--- src/hdl/y86e_ram.sv ---
// ----------------------------------------------------------------------------
// y86e_ram
// Generic single-write, single-read RAM with registered read data.
// ----------------------------------------------------------------------------
module y86e_ram #(
  parameter int unsigned Width = 8,
  parameter int unsigned Depth = 512,
  localparam int unsigned Aw = (Depth > 1) ? $clog2(Depth) : 1
) (
  input  logic             clk_i,
  input  logic             we_i,
  input  logic [Aw-1:0]    waddr_i,
  input  logic [Width-1:0] wdata_i,
  input  logic [Aw-1:0]    raddr_i,
  output logic [Width-1:0] rdata_o
);

  logic [Width-1:0] mem_q [Depth];
  logic [Width-1:0] rdata_q;

  // write port
  always_ff @(posedge clk_i) begin
    if (we_i) begin
      mem_q[waddr_i] <= wdata_i;
    end
  end

  // registered read port
  always_ff @(posedge clk_i) begin
    rdata_q <= mem_q[raddr_i];
  end

  assign rdata_o = rdata_q;

endmodule

--- config.mk ---
export PLATFORM = sky130hd
export DESIGN_NAME = y86e_ram
export DESIGN_NICKNAME = d
export VERILOG_FILES = /design/src/hdl/y86e_ram.sv
export SDC_FILE = /design/constraint.sdc
export NUM_CORES = 2
export LEC_CHECK = 0
export CAP_MARGIN = 20
export CORE_ASPECT_RATIO = 0.7
export CORE_UTILIZATION = 63
export DETAILED_ROUTE_END_ITERATION = 16
export DONT_BUFFER_PORTS = 1
export PLACE_DENSITY = 0.77
export REMOVE_ABC_BUFFERS = 1
export SKIP_CTS_REPAIR_TIMING = 1
export SYNTH_ARGS = -nofsm -noshare
export SYNTH_HDL_FRONTEND = slang
export SYNTH_SLANG_ARGS = --single-unit
export TNS_END_PERCENT = 50
--- constraint.sdc ---
create_clock -name clk_i -period 2.6 [get_ports clk_i]
set_clock_uncertainty 0.05 [all_clocks]
set_input_delay 0.26 -clock clk_i [delete_from_list [all_inputs] [get_ports clk_i]]
set_output_delay 0.26 -clock clk_i [all_outputs]
set_load 0.05 [all_outputs]
### Yosys cells after proc, flatten, opt, wreduce, memory -nomap -nowiden

Memories as Yosys holds them, arrays and structs flattened. A register that Yosys moved wholly into a read port is not among the register bits.
Cells that the tools add are included.

| cells by class | value |
|---|---|
| muxes and demuxes | 2 |

Operator list:

| kind | number |
|---|---|
| $mux W1 | 2 |

| word-level totals | value |
|---|---|
| output and inout port bits | 8 |
| memories kept | 1 |
| register bits | 0 |
| memory bits (writable) | 4,096 |
| input port bits | 28 |

Memories:

| memory | words | bits a word | read ports | clocked after Yosys merged registers in | write ports | line | text |
|---|---|---|---|---|---|---|---|
| mem_q | 512 | 8 | 1 | 1 | 1 | 18 | `logic [Width-1:0] mem_q [Depth];` |

### Longest topological paths before layout

| depth | value |
|---|---|
| word-level depth | 2 |
| mapped depth | 12 |

### Least setup slack after synthesis

OpenSTA, ideal clock, no wires.

| path | value |
|---|---|
| path type | input -> register |
| from | input raddr_i[0] |
| to | register rdata_q[0] (netlist: rdata_o[0]), read port of mem_q |
| data arrival time | 2.114 ns |
| setup time | 0.118 ns |
| required time | 2.432 ns |
| cell stages on the path | 10 |
| setup slack | 0.318 ns |
| path buffers | 4 |
| path through | buf_4 > buf_12 > buf_12 > buf_2 > mux4_2 > o21ai_0 > nand3_1 > nand4_1 > o21ai_0 > o2111a_1 |

RTL lines:

| element | line | text |
|---|---|---|
| from (decl) | 14 | `input logic [Aw-1:0] raddr_i,` |
| to (decl) | 19 | `logic [Width-1:0] rdata_q;` |

==> out/metrics.yaml <==
placement:
  port_buffers: 0
  dpl-instance-area_sq_mm: 0.170
  gp_congestion: 0.910
  place_hpwl_um: 233000
  dp.cells: 11900
logic_synthesis:
  async_flop_share_pct: 0
  synth-seq-cells: 4104
  synthDistinctLibCells: 51
  synth-main-ff-cell: "edfxtp_1"
  syn_area_sq_mm: 0.160
  synth-edff-count: 4096
  synth.avg_cell_area_sq_um: 19.9
  yosys_warnings: 0
  yosysSeqAreaShare_pct: 77.0
  syn_inst: 8030
status:
  violations: "hold timing, slew limit, setup timing"
  status: "finished, violations left"
detailed_routing:
  drc_errors: 0
  drt_iter0_drc: 16400
  drt-total-wl_um: 454000
  antenna_left: 0
  wl_per_cell_um: 35.7
  via_per_inst: 7.15
  drtPass1Iterations: 6
  vias: 90700
critical_path:
  crit_fanout: 158
  slowest_stage: "or2_4"
  worstPathArrival_ns: 3.82
  path_cells: "or2_4, buf_12, buf_6, clkbuf_16, o221ai_1, o21ai_0, nand3_1, nand3_1, o21ai_0, buf_4, o2111a_1"
  max_stage_delay_ns: 0.58
  crit_required_ns: 3.42
  worstSetupPathType: "input port to flop"
  worstSetupEndpointType: "flop"
  crit_path_start_kind: "input port"
power:
  ir_worst_vdd_mv: 0.960
  p_leak_nw: 60.9
  pwr_density_cell_mw_per_mm2: 729
timing:
  min_period_ns: 3.00
  clock.fmax_ghz: 0.333
  fin_ws_ns: -0.400
  rsz0062_at_grt: "true"
  slew_headroom_pct: -85.1
  worst_pin_slew_ns: 2.78
  fin_crit_sh_pct: 115
  hold_viol: 662
  finalHoldWorstSlack_ns: -0.573
  finalSetupViolCount: 8
  maxSlewViolCount: 980
cells_and_area:
  final_layout_size_suffix_gt1_share_pct: 26.3
  fin_util_pct: 73.3
  finalNonFillerCells: 12700
  postLayoutCellArea_sq_mm: 0.185
  fin_nets: 9085
  area_growth_pct: 15.5
  nFillCells: 13500
clock_network:
  cts_tree: "done"
  clockBufferDepth: 4
  root_buffer: "clkbuf_16"
  path_clk_slew_ns: 0.06
  cts.sinks: 4104
  numCtsBuffers: 363
  clk_latency_ns: 0.96
  h-tree-depth: 5
floorplanning:
  fp.coreArea_sq_mm: 0.252
  io_pins: 36
  initial_utilization_pct: 63.5
  die_area_sq_mm: 0.256
  die_w_um: 604
  chipHeight_um: 424
  rows: 154
global_routing:
  grt_pass1_vias: 86600
  grt_pass1_wl_um: 602000
  antenna_found_initial: 19
  grt.overflow.total: 0
  grtUsageTotal_pct: 32.8
  grt_max_degree: 622
min_path:
  hold_path_class: "input port to flop"
flow_run:
  maxCapViolCount: 0
==> critical path, delay by kind of cell <==
kind / cells / cell delay, ns
buffers and inverters: 4 / 0.85
AOI/OAI and AO/OA: 4 / 1.40
and+or+nand+nor: 3 / 0.93
==> flip-flops by register name, summed over array words and instances, names as in the netlist <==
name	cells
rdata_o	8
mem_q	4096
==> where the power goes <==
| part | switching [mW] | total, mW | leakage, nW | internal, mW |
|---|---|---|---|---|
| sequential | 0.172 | 73.1 | 36.9 | 72.9 |
| combinational | 4.11 | 6.78 | 18.3 | 2.67 |
| clock | 24.0 | 54.7 | 5.77 | 30.7 |
| total | 28.3 | 135 | 60.9 | 106 |
==> logic make-up (layout without fill, tap and decap cells) <==
logic type,count (synthesis),in the layout,synth area share [%]
muxes,1451,1451,14.2
buffers and inverters,516,1828,1.85
and+or+nand+nor,980,980,2.63
DFF,4104,4104,77.0
AOI/OAI and AO/OA,979,979,4.31
other,0,1,0
==> final cells by class <==
class	instances	area [sq um]	share of cell area (%)
Antenna cell	1	2.50	0.00135
Clock buffer	446	9580	5.19
Clock inverter	204	2230	1.21
Inverter	3	18.8	0.0102
Multi-Input combinational cell	3410	34600	18.8
Sequential cell	4104	123000	66.7
Tap cell	3354	4200	2.27
Timing Repair Buffer	1175	10900	5.89
==> worst paths after layout <==
kind,cells after the start,slack (ns),startpoint,to
setup / recovery,11,-0.40,raddr_i[2],rdata_o[4]$_DFF_P_
hold / removal,0,-0.57,wdata_i[3],mem_q[164][3]$_DFFE_PP_
setup reg to reg,10,-0.13,mem_q[264][7]$_DFFE_PP_,rdata_o[7]$_DFF_P_
hold reg to reg,5,1.13,mem_q[130][3]$_DFFE_PP_,rdata_o[3]$_DFF_P_
==> cells in the final DEF, fill, tap and decap left out, drive strengths merged, types with 5 or more instances in the layout <==
cell / instances
inv: 12
o22ai: 163
nor2: 597
bufinv: 45
nor4: 36
o31ai: 13
dlygate4sd3: 7
nor3b: 8
or3: 6
nor2b: 6
or2: 5
o21ai: 119
o41ai: 7
clkinv: 137
and2: 20
a211oi: 17
a22o: 5
nand3: 36
clkbuf: 491
o311ai: 6
o2111a: 8
dfxtp: 8
buf: 1123
a22oi: 61
edfxtp: 4096
mux4: 654
a21oi: 194
clkinvlp: 13
mux2i: 797
o221ai: 372
nand4: 32
nand2: 111
nor3: 109
==> stage by stage <==
stage / power (mW) / TNS (ns) / setup slack (ns)
floorplan: 76.9 / -50.30 / -6.34
global placement: 79.7 / -29.90 / -4.29
detailed placement: 79.8 / -29.03 / -3.94
CTS: 133 / -21.47 / -3.04
global route: 137 / -0.702 / -0.165
finish: 135 / -2.86 / -0.400
==> per-layer routing <==
| metal | wire (um) | share of wire [%] | global-route usage, % |
|---|---|---|---|
| met1 | 158000 | 35 | 48.1 |
| met2 | 199000 | 44 | 46.9 |
| met3 | 77600 | 17 | 11.0 |
| met4 | 18800 | 4.1 | 11.1 |
| met5 | 157 | 0.035 | 0 |
==> cells in the mapped netlist (20+ instances only) <==
library cell | n | share of area [%]
a21oi_1 | 194 | 0.61
a22oi_1 | 61 | 0.29
and2_1 | 20 | 0.078
buf_1 | 41 | 0.096
buf_2 | 57 | 0.18
buf_4 | 70 | 0.33
buf_6 | 64 | 0.45
clkbuf_1 | 265 | 0.62
edfxtp_1 | 4096 | 77
mux2i_1 | 797 | 5.0
mux4_2 | 654 | 9.2
nand2_1 | 111 | 0.26
nand3_1 | 36 | 0.11
nand4_1 | 32 | 0.13
nor2_1 | 597 | 1.4
nor3_1 | 109 | 0.34
nor4_1 | 36 | 0.14
o21ai_0 | 118 | 0.37
o221ai_1 | 371 | 2.0
o22ai_1 | 163 | 0.64
(Power assumes the default switching activity.)
